### src/design/nor_seq_pkg.sv
// Shared types, constants and opcodes for the SPI NOR flash request sequencer.
// Used by every module of the block; depends on nothing.
`default_nettype none
package nor_seq_pkg;

    localparam int PAGE_SIZE  = 256;
    localparam int MAX_LENGTH = 4096;
    localparam int PAGE_BITS  = $clog2(PAGE_SIZE);
    localparam int ADDR_W     = 24;
    localparam int LEN_W      = 13;
    localparam int CMD_W      = 3;
    localparam int QDEPTH     = 2;
    localparam int QPTR_W     = $clog2(QDEPTH);
    localparam int QCNT_W     = $clog2(QDEPTH + 1);

    localparam logic [7:0] OP_READ    = 8'h03;
    localparam logic [7:0] OP_WREN    = 8'h06;
    localparam logic [7:0] OP_PROGRAM = 8'h02;
    localparam logic [7:0] OP_SECTOR  = 8'h20;
    localparam logic [7:0] OP_BLOCK   = 8'hD8;
    localparam logic [7:0] OP_CHIP    = 8'hC7;
    localparam logic [7:0] OP_NONE    = 8'h00;

    typedef enum logic [CMD_W-1:0] {
        CMD_READ   = 3'd0,
        CMD_WRITE  = 3'd1,
        CMD_SECTOR = 3'd2,
        CMD_BLOCK  = 3'd3,
        CMD_CHIP   = 3'd4
    } cmd_t;

    typedef enum logic [2:0] {
        KIND_REJECT,
        KIND_READ,
        KIND_WRITE,
        KIND_SECTOR,
        KIND_BLOCK,
        KIND_CHIP
    } kind_t;

    typedef enum logic [1:0] {
        DIR_NONE = 2'd0,
        DIR_SEND = 2'd1,
        DIR_RECV = 2'd2
    } dir_t;

    typedef enum logic [1:0] {
        ST_IDLE,
        ST_WREN,
        ST_MAIN
    } state_t;

    typedef struct packed {
        kind_t              kind;
        logic [ADDR_W-1:0]  addr;
        logic [LEN_W-1:0]   len;
    } desc_t;

    typedef struct packed {
        logic [7:0]         opcode;
        logic [ADDR_W-1:0]  txn_address;
        logic               has_address;
        logic [LEN_W-1:0]   data_count;
        dir_t               direction;
        logic               poll_busy;
        logic               rejected;
        logic               last;
    } txn_t;

endpackage
`default_nettype wire

### src/design/nor_seq_front.sv
// Front end: accepts request words and classifies them into descriptors.
// Depends on nor_seq_pkg; feeds nor_seq_fifo.
`default_nettype none
module nor_seq_front import nor_seq_pkg::*; (
    input  wire logic              s_valid,
    output logic                   s_ready,
    input  wire logic [CMD_W-1:0]  s_command,
    input  wire logic [ADDR_W-1:0] s_flash_address,
    input  wire logic [LEN_W-1:0]  s_byte_length,
    output logic                   push_valid,
    input  wire logic              push_ready,
    output desc_t                  push_desc
);

    logic too_long;

    assign too_long   = {1'b0, s_byte_length} > (LEN_W+1)'(MAX_LENGTH);
    assign s_ready    = push_ready;
    assign push_valid = s_valid;

    always_comb begin
        push_desc.addr = s_flash_address;
        push_desc.len  = s_byte_length;
        case (s_command)
            CMD_READ:   push_desc.kind = too_long ? KIND_REJECT : KIND_READ;
            CMD_WRITE:  push_desc.kind = too_long ? KIND_REJECT : KIND_WRITE;
            CMD_SECTOR: push_desc.kind = KIND_SECTOR;
            CMD_BLOCK:  push_desc.kind = KIND_BLOCK;
            CMD_CHIP:   push_desc.kind = KIND_CHIP;
            default:    push_desc.kind = KIND_REJECT;
        endcase
    end

endmodule
`default_nettype wire

### src/design/nor_seq_fifo.sv
// Short descriptor queue between front end and back end.
// Depends on nor_seq_pkg.
`default_nettype none
module nor_seq_fifo import nor_seq_pkg::*; (
    input  wire logic  aclk,
    input  wire logic  aresetn,
    input  wire logic  push_valid,
    output logic       push_ready,
    input  wire desc_t push_desc,
    output logic       pop_valid,
    input  wire logic  pop,
    output desc_t      pop_desc
);

    desc_t              mem_reg [QDEPTH];
    logic [QPTR_W-1:0]  wr_ptr_reg, wr_ptr_next;
    logic [QPTR_W-1:0]  rd_ptr_reg, rd_ptr_next;
    logic [QCNT_W-1:0]  count_reg, count_next;
    logic               do_push, do_pop;

    assign push_ready = count_reg != QCNT_W'(QDEPTH);
    assign pop_valid  = count_reg != '0;
    assign pop_desc   = mem_reg[rd_ptr_reg];
    assign do_push    = push_valid && push_ready;
    assign do_pop     = pop && pop_valid;

    always_comb begin
        wr_ptr_next = wr_ptr_reg;
        rd_ptr_next = rd_ptr_reg;
        if (do_push) begin
            wr_ptr_next = (wr_ptr_reg == QPTR_W'(QDEPTH - 1)) ? '0 : wr_ptr_reg + 1'b1;
        end
        if (do_pop) begin
            rd_ptr_next = (rd_ptr_reg == QPTR_W'(QDEPTH - 1)) ? '0 : rd_ptr_reg + 1'b1;
        end
        count_next = count_reg + QCNT_W'(do_push) - QCNT_W'(do_pop);
    end

    always_ff @(posedge aclk) begin
        if (!aresetn) begin
            wr_ptr_reg <= '0;
            rd_ptr_reg <= '0;
            count_reg  <= '0;
        end else begin
            wr_ptr_reg <= wr_ptr_next;
            rd_ptr_reg <= rd_ptr_next;
            count_reg  <= count_next;
        end
    end

    always_ff @(posedge aclk) begin
        if (do_push) begin
            mem_reg[wr_ptr_reg] <= push_desc;
        end
    end

endmodule
`default_nettype wire

### src/design/nor_seq_back.sv
// Back end: expands one descriptor into SPI transactions, one per cycle while
// m_ready is high, through a registered output stage. Depends on nor_seq_pkg.
`default_nettype none
module nor_seq_back import nor_seq_pkg::*; (
    input  wire logic               aclk,
    input  wire logic               aresetn,
    input  wire logic               pop_valid,
    output logic                    pop,
    input  wire desc_t              pop_desc,
    output logic                    m_valid,
    input  wire logic               m_ready,
    output logic [7:0]              m_opcode,
    output logic [ADDR_W-1:0]       m_txn_address,
    output logic                    m_has_address,
    output logic [LEN_W-1:0]        m_data_count,
    output logic [1:0]              m_direction,
    output logic                    m_poll_busy,
    output logic                    m_rejected,
    output logic                    m_last
);

    localparam logic [LEN_W-1:0] PAGE_LEN = LEN_W'(PAGE_SIZE);

    state_t             state_reg, state_next;
    kind_t              kind_reg, kind_next;
    logic [ADDR_W-1:0]  cur_reg, cur_next;
    logic [LEN_W-1:0]   rem_reg, rem_next;
    logic               out_valid_reg, out_valid_next;
    txn_t               out_reg, out_next;

    logic               emit_ok, emit;
    logic [LEN_W-1:0]   room, chunk, rem_after;

    assign emit_ok   = !out_valid_reg || m_ready;
    assign room      = PAGE_LEN - LEN_W'(cur_reg[PAGE_BITS-1:0]);
    assign chunk     = (rem_reg < room) ? rem_reg : room;
    assign rem_after = rem_reg - chunk;

    always_comb begin
        state_next = state_reg;
        case (state_reg)
            ST_IDLE: begin
                if (pop_valid) begin
                    state_next = (pop_desc.kind == KIND_REJECT || pop_desc.kind == KIND_READ)
                                 ? ST_MAIN : ST_WREN;
                end
            end
            ST_WREN: begin
                if (emit_ok) begin
                    state_next = ST_MAIN;
                end
            end
            ST_MAIN: begin
                if (emit_ok) begin
                    state_next = (kind_reg == KIND_WRITE && rem_after != '0) ? ST_WREN : ST_IDLE;
                end
            end
            default: state_next = ST_IDLE;
        endcase
    end

    always_comb begin
        pop       = 1'b0;
        emit      = 1'b0;
        kind_next = kind_reg;
        cur_next  = cur_reg;
        rem_next  = rem_reg;
        out_next  = out_reg;
        case (state_reg)
            ST_IDLE: begin
                pop = pop_valid;
                if (pop_valid) begin
                    kind_next = pop_desc.kind;
                    cur_next  = pop_desc.addr;
                    rem_next  = pop_desc.len;
                end
            end
            ST_WREN: begin
                emit = emit_ok;
                out_next = '{opcode: OP_WREN, txn_address: '0, has_address: 1'b0,
                             data_count: '0, direction: DIR_NONE, poll_busy: 1'b0,
                             rejected: 1'b0, last: 1'b0};
            end
            ST_MAIN: begin
                emit = emit_ok;
                out_next = '{opcode: OP_NONE, txn_address: '0, has_address: 1'b0,
                             data_count: '0, direction: DIR_NONE, poll_busy: 1'b1,
                             rejected: 1'b0, last: 1'b1};
                case (kind_reg)
                    KIND_REJECT: begin
                        out_next.poll_busy = 1'b0;
                        out_next.rejected  = 1'b1;
                    end
                    KIND_READ: begin
                        out_next.opcode      = OP_READ;
                        out_next.txn_address = cur_reg;
                        out_next.has_address = 1'b1;
                        out_next.data_count  = rem_reg;
                        out_next.direction   = (rem_reg != '0) ? DIR_RECV : DIR_NONE;
                        out_next.poll_busy   = 1'b0;
                    end
                    KIND_WRITE: begin
                        out_next.opcode      = OP_PROGRAM;
                        out_next.txn_address = cur_reg;
                        out_next.has_address = 1'b1;
                        out_next.data_count  = chunk;
                        out_next.direction   = (chunk != '0) ? DIR_SEND : DIR_NONE;
                        out_next.last        = rem_after == '0;
                        if (emit_ok) begin
                            cur_next = cur_reg + ADDR_W'(chunk);
                            rem_next = rem_after;
                        end
                    end
                    KIND_SECTOR: begin
                        out_next.opcode      = OP_SECTOR;
                        out_next.txn_address = cur_reg;
                        out_next.has_address = 1'b1;
                    end
                    KIND_BLOCK: begin
                        out_next.opcode      = OP_BLOCK;
                        out_next.txn_address = cur_reg;
                        out_next.has_address = 1'b1;
                    end
                    default: begin
                        out_next.opcode = OP_CHIP;
                    end
                endcase
            end
            default: ;
        endcase
        if (!emit) begin
            out_next = out_reg;
        end
        out_valid_next = emit ? 1'b1 : (m_ready ? 1'b0 : out_valid_reg);
    end

    always_ff @(posedge aclk) begin
        if (!aresetn) begin
            state_reg     <= ST_IDLE;
            out_valid_reg <= 1'b0;
        end else begin
            state_reg     <= state_next;
            out_valid_reg <= out_valid_next;
        end
    end

    always_ff @(posedge aclk) begin
        kind_reg <= kind_next;
        cur_reg  <= cur_next;
        rem_reg  <= rem_next;
        out_reg  <= out_next;
    end

    assign m_valid       = out_valid_reg;
    assign m_opcode      = out_reg.opcode;
    assign m_txn_address = out_reg.txn_address;
    assign m_has_address = out_reg.has_address;
    assign m_data_count  = out_reg.data_count;
    assign m_direction   = out_reg.direction;
    assign m_poll_busy   = out_reg.poll_busy;
    assign m_rejected    = out_reg.rejected;
    assign m_last        = out_reg.last;

endmodule
`default_nettype wire

### src/design/spi_nor_flash_op_sequencer_core.sv
// Top level of the SPI NOR flash request sequencer.
// Instantiates nor_seq_front, nor_seq_fifo and nor_seq_back; uses nor_seq_pkg.
//
// Usage:
//   The s_ channel takes one request word (command, flash_address,
//   byte_length) per valid/ready handshake. The m_ channel returns the SPI
//   transactions for that request in order, one word per transaction, with
//   m_last high on the final one. Refused requests (unknown command, or a
//   read or write longer than MAX_LENGTH) give one word with m_rejected set.
//   With the queue empty, a request is written into the queue, loaded by
//   the back end and emitted through the output register. Throughput: the
//   back end loads a request in its idle state and then emits one
//   transaction per cycle while m_ready is high; a request has up to 34
//   transactions (a 4096-byte unaligned write). The two-entry request
//   queue lets the front end take new words while the back end is busy.
//   Reset clears the queue, the sequencer state and the output valid; no
//   clearing pass is needed. When the receiver holds m_ready low, the output
//   register holds its word, the sequencer stops, and once the queue fills
//   s_ready drops.
`default_nettype none
module spi_nor_flash_op_sequencer_core import nor_seq_pkg::*; (
    input  wire logic              aclk,
    input  wire logic              aresetn,
    input  wire logic              s_valid,
    output logic                   s_ready,
    input  wire logic [CMD_W-1:0]  s_command,
    input  wire logic [ADDR_W-1:0] s_flash_address,
    input  wire logic [LEN_W-1:0]  s_byte_length,
    output logic                   m_valid,
    input  wire logic              m_ready,
    output logic [7:0]             m_opcode,
    output logic [ADDR_W-1:0]      m_txn_address,
    output logic                   m_has_address,
    output logic [LEN_W-1:0]       m_data_count,
    output logic [1:0]             m_direction,
    output logic                   m_poll_busy,
    output logic                   m_rejected,
    output logic                   m_last
);

    logic  push_valid, push_ready, pop_valid, pop;
    desc_t push_desc, pop_desc;

    nor_seq_front u_front (
        .s_valid         (s_valid),
        .s_ready         (s_ready),
        .s_command       (s_command),
        .s_flash_address (s_flash_address),
        .s_byte_length   (s_byte_length),
        .push_valid      (push_valid),
        .push_ready      (push_ready),
        .push_desc       (push_desc)
    );

    nor_seq_fifo u_fifo (
        .aclk       (aclk),
        .aresetn    (aresetn),
        .push_valid (push_valid),
        .push_ready (push_ready),
        .push_desc  (push_desc),
        .pop_valid  (pop_valid),
        .pop        (pop),
        .pop_desc   (pop_desc)
    );

    nor_seq_back u_back (
        .aclk          (aclk),
        .aresetn       (aresetn),
        .pop_valid     (pop_valid),
        .pop           (pop),
        .pop_desc      (pop_desc),
        .m_valid       (m_valid),
        .m_ready       (m_ready),
        .m_opcode      (m_opcode),
        .m_txn_address (m_txn_address),
        .m_has_address (m_has_address),
        .m_data_count  (m_data_count),
        .m_direction   (m_direction),
        .m_poll_busy   (m_poll_busy),
        .m_rejected    (m_rejected),
        .m_last        (m_last)
    );

endmodule
`default_nettype wire

### config.mk
export PLATFORM = sky130hd
export DESIGN_NAME = spi_nor_flash_op_sequencer_core
export DESIGN_NICKNAME = d
export VERILOG_FILES = /design/src/design/nor_seq_pkg.sv /design/src/design/nor_seq_front.sv /design/src/design/nor_seq_fifo.sv /design/src/design/nor_seq_back.sv /design/src/design/spi_nor_flash_op_sequencer_core.sv
export SDC_FILE = /design/constraint.sdc
export NUM_CORES = 1
export LEC_CHECK = 0
export ABC_CLOCK_PERIOD_IN_PS = 11900
export BUFFER_PORTS_ARGS = -buffer_cell sky130_fd_sc_hd__buf_2
export CAP_MARGIN = 10
export CORE_MARGIN = 2
export CORE_UTILIZATION = 63
export DETAILED_ROUTE_END_ITERATION = 16
export GPL_TIMING_DRIVEN = 0
export HOLD_SLACK_MARGIN = 0.03
export PLACE_DENSITY = 0.95
export SLEW_MARGIN = 20
export SYNTH_ARGS = -nofsm -noshare
export SYNTH_HDL_FRONTEND = slang
export SYNTH_SLANG_ARGS = --single-unit
### constraint.sdc
create_clock -name aclk -period 11.9 [get_ports aclk]
set_clock_uncertainty 0.2 [all_clocks]
set_input_delay 1.19 -clock aclk [delete_from_list [all_inputs] [get_ports aclk]]
set_output_delay 1.19 -clock aclk [all_outputs]
set_load 0.02 [all_outputs]
-- After elaboration in Yosys (flattened, before gate mapping)
Memories as Yosys holds them, arrays and structs flattened. A register that Yosys moved wholly into a read port is not among the register bits.
Index checks and enable logic that the tools add are counted.
- muxes and demuxes: 37
- eq/ne operators: 16
- $lt $le $gt $ge: 2
- add/subtract/negate cells: 7
- reductions and logical operators: 25
- operators by type and width (cell ; count):
    one-hot mux 51 bit (2 select lines) ; 1
    2-to-1 mux 24 bit ; 3
    2-to-1 mux 13 bit ; 4
    one-hot mux 24 bit (2 select lines) ; 1
    one-hot mux 8 bit (5 select lines) ; 1
    nonzero test 13 bit ; 3
    one-hot mux 15 bit (2 select lines) ; 1
    one-hot mux 13 bit (2 select lines) ; 1
    2-to-1 mux 25 bit ; 1
    adder 24 x 13 -> 24 bit ; 1
    2-to-1 mux 1 bit ; 16
    one-hot mux 3 bit (5 select lines) ; 1
    greater-than comparator 13 bit, second input constant ; 1
    zero test 13 bit ; 1
    < comparator 13 bit ; 1
    subtractor 13 bit ; 1
    == test 3 x 2 -> 1 bit, second input constant ; 4
    2-to-1 mux 2 bit ; 6
    subtractor 9 x 8 -> 10 bit, first input constant ; 1
    == test 3 x 1 -> 1 bit, second input constant ; 3
    zero test 3 bit ; 3
    != test 2 x 1 -> 1 bit, second input constant ; 4
    nonzero test 2 bit ; 4
    == test 3 bit, second input constant ; 2
    other kinds (16) ; 22
- bits of input ports: 44
- memories kept: 1
- RAM bits: 80
- output and inout port bits: 53
- register bits after elaboration: 98
- memory list (name ; depth ; width ; read ports ; clocked after memory_dff ; write ports ; line ; text):
    u_fifo.mem_reg ; 2 ; 40 ; 1 ; 1 ; 1 ; nor_seq_fifo.sv:15 ; desc_t mem_reg [QDEPTH];

-- Logic depth before layout (Yosys ltp)
Gate-level depths: netlist of the first run.
- word-level depth: 9
- depth in mapped cells: 22
- gate-level depth less buffers: 21

-- By module
Synthesis of the first run repeated with hierarchy kept, for this count alone.
- cells, all modules: 726
- area total of the unflattened synthesis: 9201.3 um^2
- by module, submodules not included (module ; seq. area each (um^2) ; times used ; area each (um^2) ; cells an instance):
    nor_seq_back ; 2732.6 ; 1 ; 5676.7 ; 521
    nor_seq_fifo ; 2502.4 ; 1 ; 3135.5 ; 153
    nor_seq_front ; 0.0 ; 1 ; 389.1 ; 52

-- Worst setup path before layout of the first run
Ideal clock, no wire load.
- kind: register to register
- start point: reg u_back.cur_reg[4]
- end point: reg u_back.out_reg, in the netlist u_back.m_last (data pin)
- clock period less this slack: 5.585 ns
- arrival time: 5.131 ns
- cell stages (with the launch flop): 22
- slack: 6.315 ns
- path through: edfxtp_1 -> or3_1 -> or2_2 -> nor4_1 -> xnor2_1 -> inv_1 -> ha_1 -> a2111oi_2 -> o221ai_1 -> a211o_1 -> clkbuf_1 -> o21ai_0 -> ha_1 -> inv_1 -> fa_1 -> a211oi_2 -> nor3b_2 -> o31ai_1 -> xnor2_1 -> and4b_1 -> and4b_1 -> o21a_1
- cells in the longest elaborated chain, start to end: 7
- RTL lines (element ; line ; text):
    start, declared ; nor_seq_back.sv:26 ; logic [ADDR_W-1:0] cur_reg, cur_next;
    start signal, assigned ; nor_seq_back.sv:149 ; cur_reg <= cur_next;
    subtractor 9 x 8 -> 10 bit * ; nor_seq_back.sv:35 ; assign room = PAGE_LEN - LEN_W'(cur_reg[PAGE_BITS-1:0]);
    < comparator 13 bit ; nor_seq_back.sv:36 ; assign chunk = (rem_reg < room) ? rem_reg : room;
    2-to-1 mux 13 bit * ; nor_seq_back.sv:36 ;
    subtractor 13 bit * ; nor_seq_back.sv:37 ; assign rem_after = rem_reg - chunk;
    zero test 13 bit * ; nor_seq_back.sv:108 ; out_next.last = rem_after == '0;
    2-to-1 mux 1 bit * ; nor_seq_back.sv:89 ; case (kind_reg)
    one-hot mux 51 bit (2 select lines) * ; nor_seq_back.sv:69 ; case (state_reg)
    end signal, assigned ; nor_seq_back.sv:151 ; out_reg <= out_next;
    end, declared ; nor_seq_back.sv:29 ; txn_t out_reg, out_next;
Every way passes the cells marked *; elsewhere a longest branch is shown, timed or not.
A chain may end at the register's enable or synchronous reset.

-- Final worst setup path of the first run
- start point: reg u_back.cur_reg[4]
- end point: reg u_back.cur_reg[18] (data pin)
- cells in the longest elaborated chain, start to end: 7
- RTL lines (element ; line ; text):
    subtractor 9 x 8 -> 10 bit ; nor_seq_back.sv:35 ;
    < comparator 13 bit ; nor_seq_back.sv:36 ;
    2-to-1 mux 13 bit ; nor_seq_back.sv:36 ;
    adder 24 x 13 -> 24 bit * ; nor_seq_back.sv:110 ; cur_next = cur_reg + ADDR_W'(chunk);
    2-to-1 mux 24 bit * ; nor_seq_back.sv:109 ; if (emit_ok) begin
    2-to-1 mux 24 bit * ; nor_seq_back.sv:89 ;
    one-hot mux 24 bit (2 select lines) * ; nor_seq_back.sv:69 ;
    named net u_back.cur_next[18] ; nor_seq_back.sv:26 ;
Mark *: on every way through the listed nets, which the timed path passes. The rest lies on a longest branch. The select of a mux whose other input is x is not followed.

==> run_results.csv, run 1 <==
group,metric,value,unit
critical_path,crit-reg2reg-launch,"u_back.cur_reg[4]",
logic_synthesis,synthDistinctLibCells,63,
logic_synthesis,synth-main-ff-cell,"sky130_fd_sc_hd__edfxtp_1",
detailed_routing,detail_route.vias_per_cell,6.344,
logic_synthesis,synthCells,681,
hold_path,hold_path_depth,2,
detailed_routing,vias,6293,
sta,setup_slack,4923,ps
critical_path,worstSetupStartpoint,"u_back.cur_reg[4]",
cells_and_area,fin_util,75.27,%
cells_and_area,design.final.nets,886,
critical_path,reg2reg_slack,4920,ps
cells_and_area,n_fill_cell,798,
logic_synthesis,avgSynthCellArea,12.68,µm²
cells_and_area,largest_register_ffs,80,
clock_tree,clock_path_buffers,2,
critical_path,cp_slowest_cell,"sky130_fd_sc_hd__a41oi_1",
clock_tree,cts_made_buffers,17,
grt,grt_max_degree,38,
detailed_routing,drt_pre_antenna_iters,8,
logic_synthesis,post_synth_instance_area,8633,µm²
detailed_routing,highest_layer,"met4",
sta,fmaxAchievable,143.3,MHz
critical_path,worst_r2r_path_depth,21,
critical_path,timing.setup.critical_path_class,"flop to flop",
cells_and_area,stdcell_count,992,
logic_synthesis,fraction_of_synthesis_flops_using_an_asynchronous_set_or_reset_pin,0,%
placed_design,hpwl_reported_at_the_end_of_detailed_placement,13800,µm
critical_path,worst_ep_required_time,11860,ps
grt,grt_overflow,0,
floorplan,fp.coreArea,13300,µm²
critical_path,cp_num_buf_inv,2,
critical_path,critPathCaptureType,"flop",
floorplan,std_cell_rows,42,
logic_synthesis,number_of_enable_type_register_cells_in_the_synthesized_netlist,169,
floorplan,design.die.area,14660,µm²
hold_path,worstHoldPathType,"flop to flop",
clock_tree,clock_sinks,177,
logic_synthesis,post_synth_main_area_contributors,"sky130_fd_sc_hd__edfxtp_1, sky130_fd_sc_hd__ha_1, sky130_fd_sc_hd__mux2i_1",
critical_path,regToRegEndpoint,"u_back.cur_reg[18]",
critical_path,worst_path_largest_cell_delay,730,ps
run_status,status,"complete, no violations",
detailed_routing,drt_iter0_drc,619,
grt,vias_in_the_first_global_route,6365,
critical_path,worstPathCellList,"or3_1, or2_2, nor4_1, xnor2_1, inv_1, ha_1, a2111oi_2, o221ai_1, a211o_1, clkbuf_1, nand2_1, o21ai_0, ha_1, fa_1, a211oi_1, o21a_1, o21ai_0, a41oi_1, nor2_1, xnor2_1, a21oi_1",
clock_tree,cts-root-buf,"sky130_fd_sc_hd__clkbuf_16",
sta,hold_viol,0,
critical_path,cp.arrival,6940,ps
floorplan,die_h,121.1,µm
detailed_routing,detail_route.drc_violations,0,
grt,grt_use_total,28.54,%
detailed_routing,detail-route-antenna-nets,0,
clock_tree,insertion_delay,430,ps
clock_tree,cts_repair_resize_count,0,
critical_path,worstPathMaxFanout,10,
sta,final.period_utilization,58.63,%
clock_tree,htree_levels,4,
floorplan,floorplan.io_pins,97,
placed_design,preCtsSetupSlack,5243,ps
logic_synthesis,ys_seq_area_share,60.64,%
detailed_routing,routed_wire_length_per_instance,20.13,µm
placed_design,place.detailed.instances,960,
clock_tree,cts_tree,"built",
critical_path,critical_path.top_delay_family,"compound AO/OA/AOI/OAI gates",
detailed_routing,drt-met1-wl,7587,µm
cells_and_area,signed_area_change_from_the_synthesized_netlist_to_the_final_layout,15.91,%
cells_and_area,insertedDiodeCount,0,
logic_synthesis,synth.ff_latch_count,177,
logic_synthesis,synth.largest_area_cell,"sky130_fd_sc_hd__edfxtp_1",
floorplan,floorplan.initialDensity,64.94,%
sta,unrepaired_setup_endpoints_after_global_routing,"false",
detailed_routing,wirelength,19970,µm
logic_synthesis,syn_warnings,0,
sta,finalCriticalPeriod,6977,ps
sta,fin_setup_tns,0,ps
cells_and_area,layout_common_cells,"sky130_fd_sc_hd__edfxtp_1, sky130_fd_sc_hd__buf_2, sky130_fd_sc_hd__nand2_1",
detailed_routing,dr_wl_met2,9750,µm
sta,tightestPinTransition,890.7,ps
grt,grt_pass1_wl,31480,µm
placed_design,port_buffers,96,
clock_tree,cts.reportedPaths.clkPinSlew,70,ps
grt,number_of_antenna_violations_at_the_first_check_in_global_routing,0,
clock_tree,holdBufCountCts,0,
cells_and_area,mostFrequentLayoutCell,"sky130_fd_sc_hd__edfxtp_1",
sta,finalSetupViolations,0,
run,drv_cap,0,
floorplan,floorplan.die.width,121.1,µm
critical_path,setup.worst_path.start_class,"flop",
hold_path,min-delay-start,"u_fifo.rd_ptr_reg",
logic_synthesis,synth_top_area_share,58.78,%
sta,timing.slew.headroom,40.62,%
detailed_routing,met3_wirelength,1751,µm
clock_tree,post-cts-setup-buffer-count,0,
placed_design,gp_routability_congestion,0.9468,
sta,drv_slew,0,
cells_and_area,drive_gt1_share,19.12,%
[metrics by stage]
stage	area (µm²)	hold slack, ps
2_1_floorplan	8645	281.3
3_3_place_gp	9345	296.1
3_5_place_dp	9462	308.0
4_1_cts	10010	365.0
5_1_grt	10010	396.9
6_report	10010	366.2
[kinds of logic (layout without fill, tap and decap cells)]
kind of cell / after synthesis / after routing / synth area share [%]
other cells: 1 / 4 / 0.04344
xor+xnor: 37 / 37 / 3.754
simple gates: 191 / 191 / 11.88
flops: 177 / 177 / 60.64
fa+ha+maj: 39 / 39 / 5.826
mux: 34 / 34 / 4.087
compound gates: 147 / 147 / 11.23
buf+inv: 55 / 187 / 2.536
[worst max-delay path by stage]
stage | to | slack [ps] | cells after the start
after floorplan | u_back.m_last | 6310 | 21
after global placement | u_back.cur_reg[20] | 5690 | 21
after detailed placement | u_back.cur_reg[18] | 5240 | 21
after CTS | u_back.cur_reg[18] | 5140 | 21
after global routing | u_back.cur_reg[18] | 4640 | 21
final | u_back.cur_reg[18] | 4920 | 21
[routing by layer]
layer  GRT usage [%]  vias to the layer above
met5               0                        -
met4           16.13                        0
met3           6.720                       84
met2           46.80                      432
met1           34.77                     2983
li1                -                     2794
[worst reg2reg max path: stages (launching register included)]
cell and delay (ps):
sky130_fd_sc_hd__edfxtp_1 470, sky130_fd_sc_hd__or3_1 450, sky130_fd_sc_hd__or2_2 310, sky130_fd_sc_hd__nor4_1 240, sky130_fd_sc_hd__xnor2_1 280, sky130_fd_sc_hd__inv_1 130
sky130_fd_sc_hd__ha_1 330, sky130_fd_sc_hd__a2111oi_2 360, sky130_fd_sc_hd__o221ai_1 180, sky130_fd_sc_hd__a211o_1 370, sky130_fd_sc_hd__clkbuf_1 280, sky130_fd_sc_hd__nand2_1 130
sky130_fd_sc_hd__o21ai_0 160, sky130_fd_sc_hd__ha_1 290, sky130_fd_sc_hd__fa_1 450, sky130_fd_sc_hd__a211oi_1 440, sky130_fd_sc_hd__o21a_1 240, sky130_fd_sc_hd__o21ai_0 170
sky130_fd_sc_hd__a41oi_1 730, sky130_fd_sc_hd__nor2_1 160, sky130_fd_sc_hd__xnor2_1 260, sky130_fd_sc_hd__a21oi_1 100
[layout make-up]
class | count | area (µm²) | area share (%)
clock buffer | 19 | 432.9 | 4.326
multi-input combinational | 452 | 3212 | 32.10
clock inverter | 13 | 112.6 | 1.125
tap | 176 | 220.2 | 2.201
timing repair buffer | 100 | 575.6 | 5.751
inverter | 32 | 120.1 | 1.200
sequential | 177 | 5235 | 52.31
buffer | 23 | 98.84 | 0.9877
[synthesized netlist by cell type (all sizes together), types with 8 or more instances]
cell,count
and3,8
ha,37
edfxtp,169
o21ai,43
clkbuf,17
dfxtp,8
mux2i,24
xnor2,22
nor2b,22
nor3,11
nor2,29
a211oi,25
inv,32
a21oi,29
nand2,46
xor2,15
and2,34
a22o,8
mux2,10
Power of run 1 is left out: the tool's default activity adds up to more than one toggle a clock period on the data nets, which glitch-free logic cannot reach.
==> run 2, diff against run 1 <==
--- a/config.mk
+++ b/config.mk
@@ -5,15 +5,16 @@
 export SDC_FILE = /design/constraint.sdc
 export NUM_CORES = 1
 export LEC_CHECK = 0
-export ABC_CLOCK_PERIOD_IN_PS = 11900
+export ABC_AREA = 1
+export ABC_CLOCK_PERIOD_IN_PS = 7300
 export BUFFER_PORTS_ARGS = -buffer_cell sky130_fd_sc_hd__buf_2
 export CAP_MARGIN = 10
 export CORE_MARGIN = 2
-export CORE_UTILIZATION = 63
+export CORE_UTILIZATION = 59
 export DETAILED_ROUTE_END_ITERATION = 16
 export GPL_TIMING_DRIVEN = 0
 export HOLD_SLACK_MARGIN = 0.03
-export PLACE_DENSITY = 0.95
+export PLACE_DENSITY = 0.91
 export SLEW_MARGIN = 20
 export SYNTH_ARGS = -nofsm -noshare
 export SYNTH_HDL_FRONTEND = slang
==> constraint.sdc (replaced) <==
create_clock -name aclk -period 7.3 [get_ports aclk]
set_clock_uncertainty 0.2 [all_clocks]
set_input_delay 0.73 -clock aclk [delete_from_list [all_inputs] [get_ports aclk]]
set_output_delay 0.73 -clock aclk [all_outputs]
set_load 0.02 [all_outputs]
==> run 2 against run 1 <==
Synthesized area rose by 0.64%. Register-to-register slack lost 2700 ps. Global-route usage grew 0.097 points. First-iteration DRC count up 43%. Synthesized cell count rose by 25%. Setup slack worse by 2700 ps. Routed wire length increased by 10%. Cell area increased by 1.6%. Critical endpoint is now u_back.state_reg[0]. Largest cell class unchanged.
==> run_results.csv, run 2 <==
group,metric,value,unit
critical_path,setup.worst_path.start_class,"flop",
sta,drv_slew,0,
placed_design,hpwl_reported_at_the_end_of_detailed_placement,15590,µm
detailed_routing,dr_wl_met2,10130,µm
sta,timing.slew.headroom,51.22,%
floorplan,floorplan.io_pins,97,
critical_path,critPathCaptureType,"flop",
critical_path,timing.setup.critical_path_class,"flop to flop",
power,worst_ir_drop_vdd,284.7,µV
run,drv_cap,0,
logic_synthesis,synth.largest_area_cell,"sky130_fd_sc_hd__edfxtp_1",
floorplan,design.die.area,15710,µm²
cells_and_area,layout_common_cells,"sky130_fd_sc_hd__edfxtp_1, sky130_fd_sc_hd__nand2_1, sky130_fd_sc_hd__inv_1",
placed_design,detailed_place.area,9547,µm²
cells_and_area,largest_register_ffs,80,
detailed_routing,detail_route.vias_per_cell,5.930,
clock_tree,cts_made_buffers,17,
floorplan,fp.coreArea,14480,µm²
cells_and_area,insertedDiodeCount,0,
clock_tree,htree_levels,4,
sta,final.period_utilization,68.91,%
critical_path,worstPathMaxFanout,10,
sta,unrepaired_setup_endpoints_after_global_routing,"false",
cells_and_area,mostFrequentLayoutCell,"sky130_fd_sc_hd__edfxtp_1",
logic_synthesis,synth-main-ff-cell,"sky130_fd_sc_hd__edfxtp_1",
cells_and_area,drive_gt1_share,15.82,%
floorplan,std_cell_rows,44,
clock_tree,clock_sinks,177,
grt,number_of_antenna_violations_at_the_first_check_in_global_routing,0,
run_status,status,"complete, no violations",
logic_synthesis,fraction_of_synthesis_flops_using_an_asynchronous_set_or_reset_pin,0,%
detailed_routing,wirelength,22000,µm
detailed_routing,detail-route-antenna-nets,0,
detailed_routing,highest_layer,"met4",
logic_synthesis,synthMostInstantiatedCell,"sky130_fd_sc_hd__edfxtp_1",
sta,finalCriticalPeriod,5030,ps
sta,fmaxAchievable,198.8,MHz
logic_synthesis,ys_seq_area_share,60.25,%
clock_tree,post-cts-setup-buffer-count,0,
clock_tree,cts_repair_resize_count,0,
logic_synthesis,synthDistinctLibCells,42,
clock_tree,holdBufCountCts,0,
grt,grt_overflow,0,
clock_tree,clock_path_buffers,2,
logic_synthesis,syn_warnings,0,
logic_synthesis,top_cells_by_instance_count_after_synthesis,"sky130_fd_sc_hd__edfxtp_1, sky130_fd_sc_hd__nand2_1, sky130_fd_sc_hd__inv_1, sky130_fd_sc_hd__nor2_1, sky130_fd_sc_hd__o21ai_0",
grt,grt_max_degree,31,
logic_synthesis,synth_top_area_share,58.41,%
logic_synthesis,number_of_enable_type_register_cells_in_the_synthesized_netlist,169,
critical_path,cp.arrival,5170,ps
cells_and_area,design.final.nets,1056,
clock_tree,cts.reportedPaths.clkPinSlew,70,ps
floorplan,floorplan.initialDensity,60.01,%
power,p_leak,4.304,nW
detailed_routing,drt-met1-wl,8589,µm
clock_tree,insertion_delay,440,ps
detailed_routing,routed_wire_length_per_instance,18.80,µm
cells_and_area,final_area,10170,µm²
placed_design,port_buffers,96,
power,powerDensity,550.5,nW/µm²
clock_tree,cts-root-buf,"sky130_fd_sc_hd__clkbuf_16",
detailed_routing,detail_route.drc_violations,0,
cells_and_area,signed_area_change_from_the_synthesized_netlist_to_the_final_layout,17.05,%
grt,grt_use_total,28.63,%
sta,finalSetupViolations,0,
detailed_routing,drt_pre_antenna_iters,6,
grt,grt_pass1_wl,34590,µm
sta,finalHoldWorstSlack,272.2,ps
grt,vias_in_the_first_global_route,6636,
floorplan,floorplan.die.width,125.4,µm
hold_path,worstHoldPathType,"flop to flop",
floorplan,die_h,125.4,µm
clock_tree,cts_tree,"built",
detailed_routing,met3_wirelength,2426,µm
detailed_routing,drt_iter0_drc,884,
detailed_routing,vias,6938,
logic_synthesis,avgSynthCellArea,10.22,µm²
critical_path,worst_ep_required_time,7430,ps
logic_synthesis,synthCells,850,
logic_synthesis,synth.ff_latch_count,177,
logic_synthesis,post_synth_main_area_contributors,"sky130_fd_sc_hd__edfxtp_1, sky130_fd_sc_hd__nand2_1, sky130_fd_sc_hd__ha_1",
sta,fin_setup_tns,0,ps
sta,tightestPinTransition,731.7,ps
logic_synthesis,post_synth_instance_area,8688,µm²
placed_design,gp_routability_congestion,0.9672,
sta,hold_viol,0,
[run 2: cell types whose count changed after synthesis, sizes merged, moves of 15 or more]
cell / delta
a211oi: -24
a21oi: +17
and2: -34
inv: +81
mux2i: -18
nand2: +100
nand3: +36
nor2: +71
nor2b: -22
o21ai: +27
xnor2: -15
[run 2: worst paths after layout]
check,slack (ps),cells after the start,start,to
worst max-delay path,2270,26,u_back.cur_reg[1],u_back.state_reg[0]
worst min-delay path,270,1,u_fifo.rd_ptr_reg,flop
worst max register to register,2270,26,u_back.cur_reg[1],u_back.state_reg[0]
worst min register to register,270,1,u_fifo.rd_ptr_reg,flop
[run 2: per-stage QoR]
stage	worst slack [ps]	util [%]	power (mW)	std cells
3_5_place_dp	2396	65.94	4.514	1138
5_1_grt	1825	70.24	5.931	1170
3_3_place_gp	1839	64.99	4.361	1133
4_1_cts	2346	70.24	5.530	1170
2_1_floorplan	3030	-	3.683	853
6_report	2270	70.24	5.599	1170
[run 2: metal layers]
metal  vias to the layer above  track usage [%]
li1                       3180                -
met1                      3203            38.61
met2                       474            44.66
met3                        81            6.675
met4                         0            13.20
met5                         -                0
[run 2: kinds of logic (layout without fill, tap and decap cells)]
kind of cell | count (synthesis) | in the layout | synth area share (%)
and+or+nand+nor | 317 | 317 | 15.21
DFF | 177 | 177 | 60.25
AOI/OAI and AO/OA | 153 | 153 | 9.879
buffers and inverters | 137 | 270 | 6.120
adders and majority gates | 39 | 39 | 5.789
xor gates and xnor gates | 20 | 20 | 2.016
muxes | 6 | 6 | 0.6913
other | 1 | 4 | 0.04316
[run 2: power breakdown]
group          switching, mW  internal (mW)  leakage [nW]  total (mW)
combinational           1.91          0.902          2.33        2.82
sequential             0.212           1.60          1.67        1.82
clock                  0.404          0.563         0.303       0.967
[run 2: final cells by class]
cell class | count | area (µm²)
Sequential cell | 177 | 5235
Fill cell | 1007 | 4309
Multi-Input combinational cell | 539 | 2967
Timing Repair Buffer | 101 | 583.1
Clock buffer | 19 | 452.9
Inverter | 114 | 427.9
Tap cell | 184 | 230.2
Clock inverter | 13 | 170.2
Buffer | 23 | 103.9
[run 2: worst max-delay path: stages, from the launching register on]
cell and delay, ps:
sky130_fd_sc_hd__edfxtp_1 500, sky130_fd_sc_hd__inv_1 150, sky130_fd_sc_hd__ha_1 200, sky130_fd_sc_hd__nand3_1 150
sky130_fd_sc_hd__nor3_1 200, sky130_fd_sc_hd__xor2_1 230, sky130_fd_sc_hd__ha_1 280, sky130_fd_sc_hd__a21oi_1 130
sky130_fd_sc_hd__o21ai_1 80, sky130_fd_sc_hd__a211oi_2 160, sky130_fd_sc_hd__nand2_2 140, sky130_fd_sc_hd__buf_6 180
sky130_fd_sc_hd__o21a_1 210, sky130_fd_sc_hd__inv_1 90, sky130_fd_sc_hd__ha_1 130, sky130_fd_sc_hd__inv_1 80
sky130_fd_sc_hd__fa_1 460, sky130_fd_sc_hd__nand3_1 110, sky130_fd_sc_hd__nand3_1 130, sky130_fd_sc_hd__xnor2_1 330
sky130_fd_sc_hd__nand3_1 130, sky130_fd_sc_hd__nor2_1 180, sky130_fd_sc_hd__nand3_1 140, sky130_fd_sc_hd__nand3_1 130
sky130_fd_sc_hd__nand2_1 70, sky130_fd_sc_hd__nand2_1 60, sky130_fd_sc_hd__a21oi_1 50
Power figures use the tool's default switching activity.
==> run 3, diff against run 2 <==
--- a/config.mk
+++ b/config.mk
@@ -6,15 +6,15 @@
 export NUM_CORES = 1
 export LEC_CHECK = 0
 export ABC_AREA = 1
-export ABC_CLOCK_PERIOD_IN_PS = 7300
+export ABC_CLOCK_PERIOD_IN_PS = 4280
 export BUFFER_PORTS_ARGS = -buffer_cell sky130_fd_sc_hd__buf_2
 export CAP_MARGIN = 10
 export CORE_MARGIN = 2
-export CORE_UTILIZATION = 59
+export CORE_UTILIZATION = 53
 export DETAILED_ROUTE_END_ITERATION = 16
 export GPL_TIMING_DRIVEN = 0
 export HOLD_SLACK_MARGIN = 0.03
-export PLACE_DENSITY = 0.91
+export PLACE_DENSITY = 0.87
 export SLEW_MARGIN = 20
 export SYNTH_ARGS = -nofsm -noshare
 export SYNTH_HDL_FRONTEND = slang
==> constraint.sdc (replaced) <==
create_clock -name aclk -period 4.28 [get_ports aclk]
set_clock_uncertainty 0.2 [all_clocks]
set_input_delay 0.428 -clock aclk [delete_from_list [all_inputs] [get_ports aclk]]
set_output_delay 0.428 -clock aclk [all_outputs]
set_load 0.02 [all_outputs]
==> run 3 against run 2 <==
The flow now finishes with violations (setup timing). Highest routed layer unchanged. Final cell count is 10% higher. Die area rose by 11%. Setup slack worse by 2900 ps. Global-route usage hardly changed. First-iteration DRC count increased by 77%. Register-to-register slack worse by 2900 ps. Non-clock buffer count is 89 higher. Largest cell class unchanged. Flip-flop and latch count did not move. Cell area rose by 14%. Maximum frequency increased by 1.8%.
==> run_results.csv, run 3 (same netlist as run 2, synthesis figures left out) <==
group,metric,value,unit
run_status,status,"finished with violations",
run_status,failed_checks,"setup timing",
floorplan,floorplan.initialDensity,54.50,%
sta,finalCriticalPeriod,4939,ps
sta,finalSetupViolations,31,
critical_path,worstSetupStartpoint,"u_back.cur_reg[1]",
critical_path,reg2reg_slack,-660,ps
sta,fmaxAchievable,202.5,MHz
cells_and_area,largest_register_ffs,80,
critical_path,critical-path-top-cell-by-count,"sky130_fd_sc_hd__nand3_2",
hold_path,worstHoldPathType,"input pin to flop",
detailed_routing,vias,8011,
detailed_routing,detail_route.vias_per_cell,6.205,
grt,gr_met1_demand_resource,34.59,%
floorplan,std_cell_rows,46,
sta,setup_slack,-659.5,ps
critical_path,worstPathMaxFanout,5,
critical_path,setup.worst_path.start_class,"flop",
grt,global_route.usage.met3,8.612,%
cells_and_area,mostFrequentLayoutCell,"sky130_fd_sc_hd__edfxtp_1",
placed_design,detailed_place.area,9594,µm²
critical_path,cp_slowest_cell,"sky130_fd_sc_hd__edfxtp_1",
hold_path,min-delay-start,"aresetn",
critical_path,worst_path_largest_cell_delay,430,ps
grt,busiest_layer,"met2",
cells_and_area,final_area,11590,µm²
placed_design,hpwl_reported_at_the_end_of_detailed_placement,15090,µm
grt,number_of_antenna_violations_at_the_first_check_in_global_routing,0,
floorplan,fp.coreArea,15940,µm²
detailed_routing,wirelength,28750,µm
critical_path,crit-reg2reg-launch,"u_back.cur_reg[1]",
floorplan,floorplan.io_pins,97,
detailed_routing,drt_pre_antenna_iters,9,
grt,grt_overflow,0,
detailed_routing,drt_iter0_drc,1568,
cells_and_area,signed_area_change_from_the_synthesized_netlist_to_the_final_layout,33.38,%
sta,tightestPinTransition,813.0,ps
cells_and_area,layout_common_cells,"sky130_fd_sc_hd__edfxtp_1, sky130_fd_sc_hd__nand2_1, sky130_fd_sc_hd__buf_2",
detailed_routing,routed_wire_length_per_instance,22.27,µm
cells_and_area,drive_gt1_share,28.93,%
cells_and_area,design.final.nets,1145,
grt,groute.layer.met2.usage,45.72,%
clock_tree,cts_made_buffers,17,
floorplan,die_h,132.0,µm
critical_path,timing.setup.critical_path_class,"flop to flop",
sta,finalHoldWorstSlack,42.58,ps
critical_path,cp_num_buf_inv,5,
cells_and_area,insertedDiodeCount,0,
clock_tree,htree_levels,4,
placed_design,port_buffers,96,
sta,hold_viol,0,
grt,grt_pass1_wl,38340,µm
cells_and_area,multi_input_area,3571,µm²
critical_path,critical_path.top_delay_family,"simple AND/OR/NAND/NOR gates",
sta,fin_setup_tns,-11790,ps
clock_tree,clock_path_buffers,2,
grt,grt_max_degree,31,
clock_tree,insertion_delay,460,ps
sta,drv_slew,0,
run,drv_cap,0,
sta,final.period_utilization,115.4,%
detailed_routing,detail_route.drc_violations,0,
placed_design,gp_routability_congestion,1.020,
critical_path,worst_ep_required_time,4440,ps
critical_path,critPathCaptureType,"flop",
sta,timing.slew.headroom,45.80,%
critical_path,cp.arrival,5100,ps
grt,grt_use_total,28.63,%
clock_tree,cts-root-buf,"sky130_fd_sc_hd__clkbuf_16",
clock_tree,clock_sinks,177,
floorplan,design.die.area,17430,µm²
clock_tree,cts.reportedPaths.clkPinSlew,70,ps
detailed_routing,detail-route-antenna-nets,0,
grt,vias_in_the_first_global_route,7367,
sta,unrepaired_setup_endpoints_after_global_routing,"true",
cells_and_area,regArea,5235,µm²
floorplan,floorplan.die.width,132.0,µm
cells_and_area,n_fill_cell,939,
clock_tree,cts_tree,"built",
[run 3: cell types whose count changed in the layout (fill, tap and decap cells not counted), sizes merged]
cell         delta
clkinvlp        -1
buf            +52
bufinv          -2
clkbuf          -2
inv             +3
clkinv          +2
dlygate4sd3    +37
[run 3: path summary, 6_finish.rpt]
| check | to | cells after the start |
|---|---|---|
| hold / removal | u_fifo.count_reg[0] | 3 |
| hold reg to reg | u_fifo.rd_ptr_reg | 1 |
| setup reg to reg | u_back.state_reg[0] | 29 |
| setup / recovery | u_back.state_reg[0] | 29 |
[run 3: per-layer routing]
layer  share of wire (%)  vias up
met1                  34     3590
met4                 7.2        0
met3                  13      227
li1                    -     3363
met2                  46      831
met5                   0        -
[run 3: timing repair]
| action | in CTS | in global routing |
|---|---|---|
| buffers inserted | 39 | 13 |
| hold buffers | 37 | 0 |
| resized for setup | 79 | 72 |
| endpoints found under the hold margin | 74 | 0 |
| pin swaps | 21 | 30 |
| setup endpoints to repair | 26 | 31 |
[run 3: final cells by class]
| type | instances | area share, % |
|---|---|---|
| Sequential cell | 177 | 45.17 |
| Multi-Input combinational cell | 539 | 30.81 |
| Timing Repair Buffer | 190 | 11.96 |
| Inverter | 114 | 3.736 |
| Clock buffer | 17 | 3.671 |
| Tap cell | 216 | 2.332 |
| Clock inverter | 15 | 1.414 |
| Buffer | 23 | 0.8961 |
[run 3: worst min-delay path: cells and delay by family]
family	cells	cell delay, ps
buffers and inverters	2	170
and+or+nand+nor	1	60
[run 3: through the flow]
step / util, % / setup slack, ps / std cells
after floorplan: - / 10.12 / 853
after global placement: 59.28 / -1069 / 1165
after detailed placement: 60.18 / -613.7 / 1170
after CTS: 70.24 / -116.9 / 1278
after global routing: 72.69 / -931.3 / 1291
final: 72.69 / -659.5 / 1291
Power of run 3 is left out for the same reason.
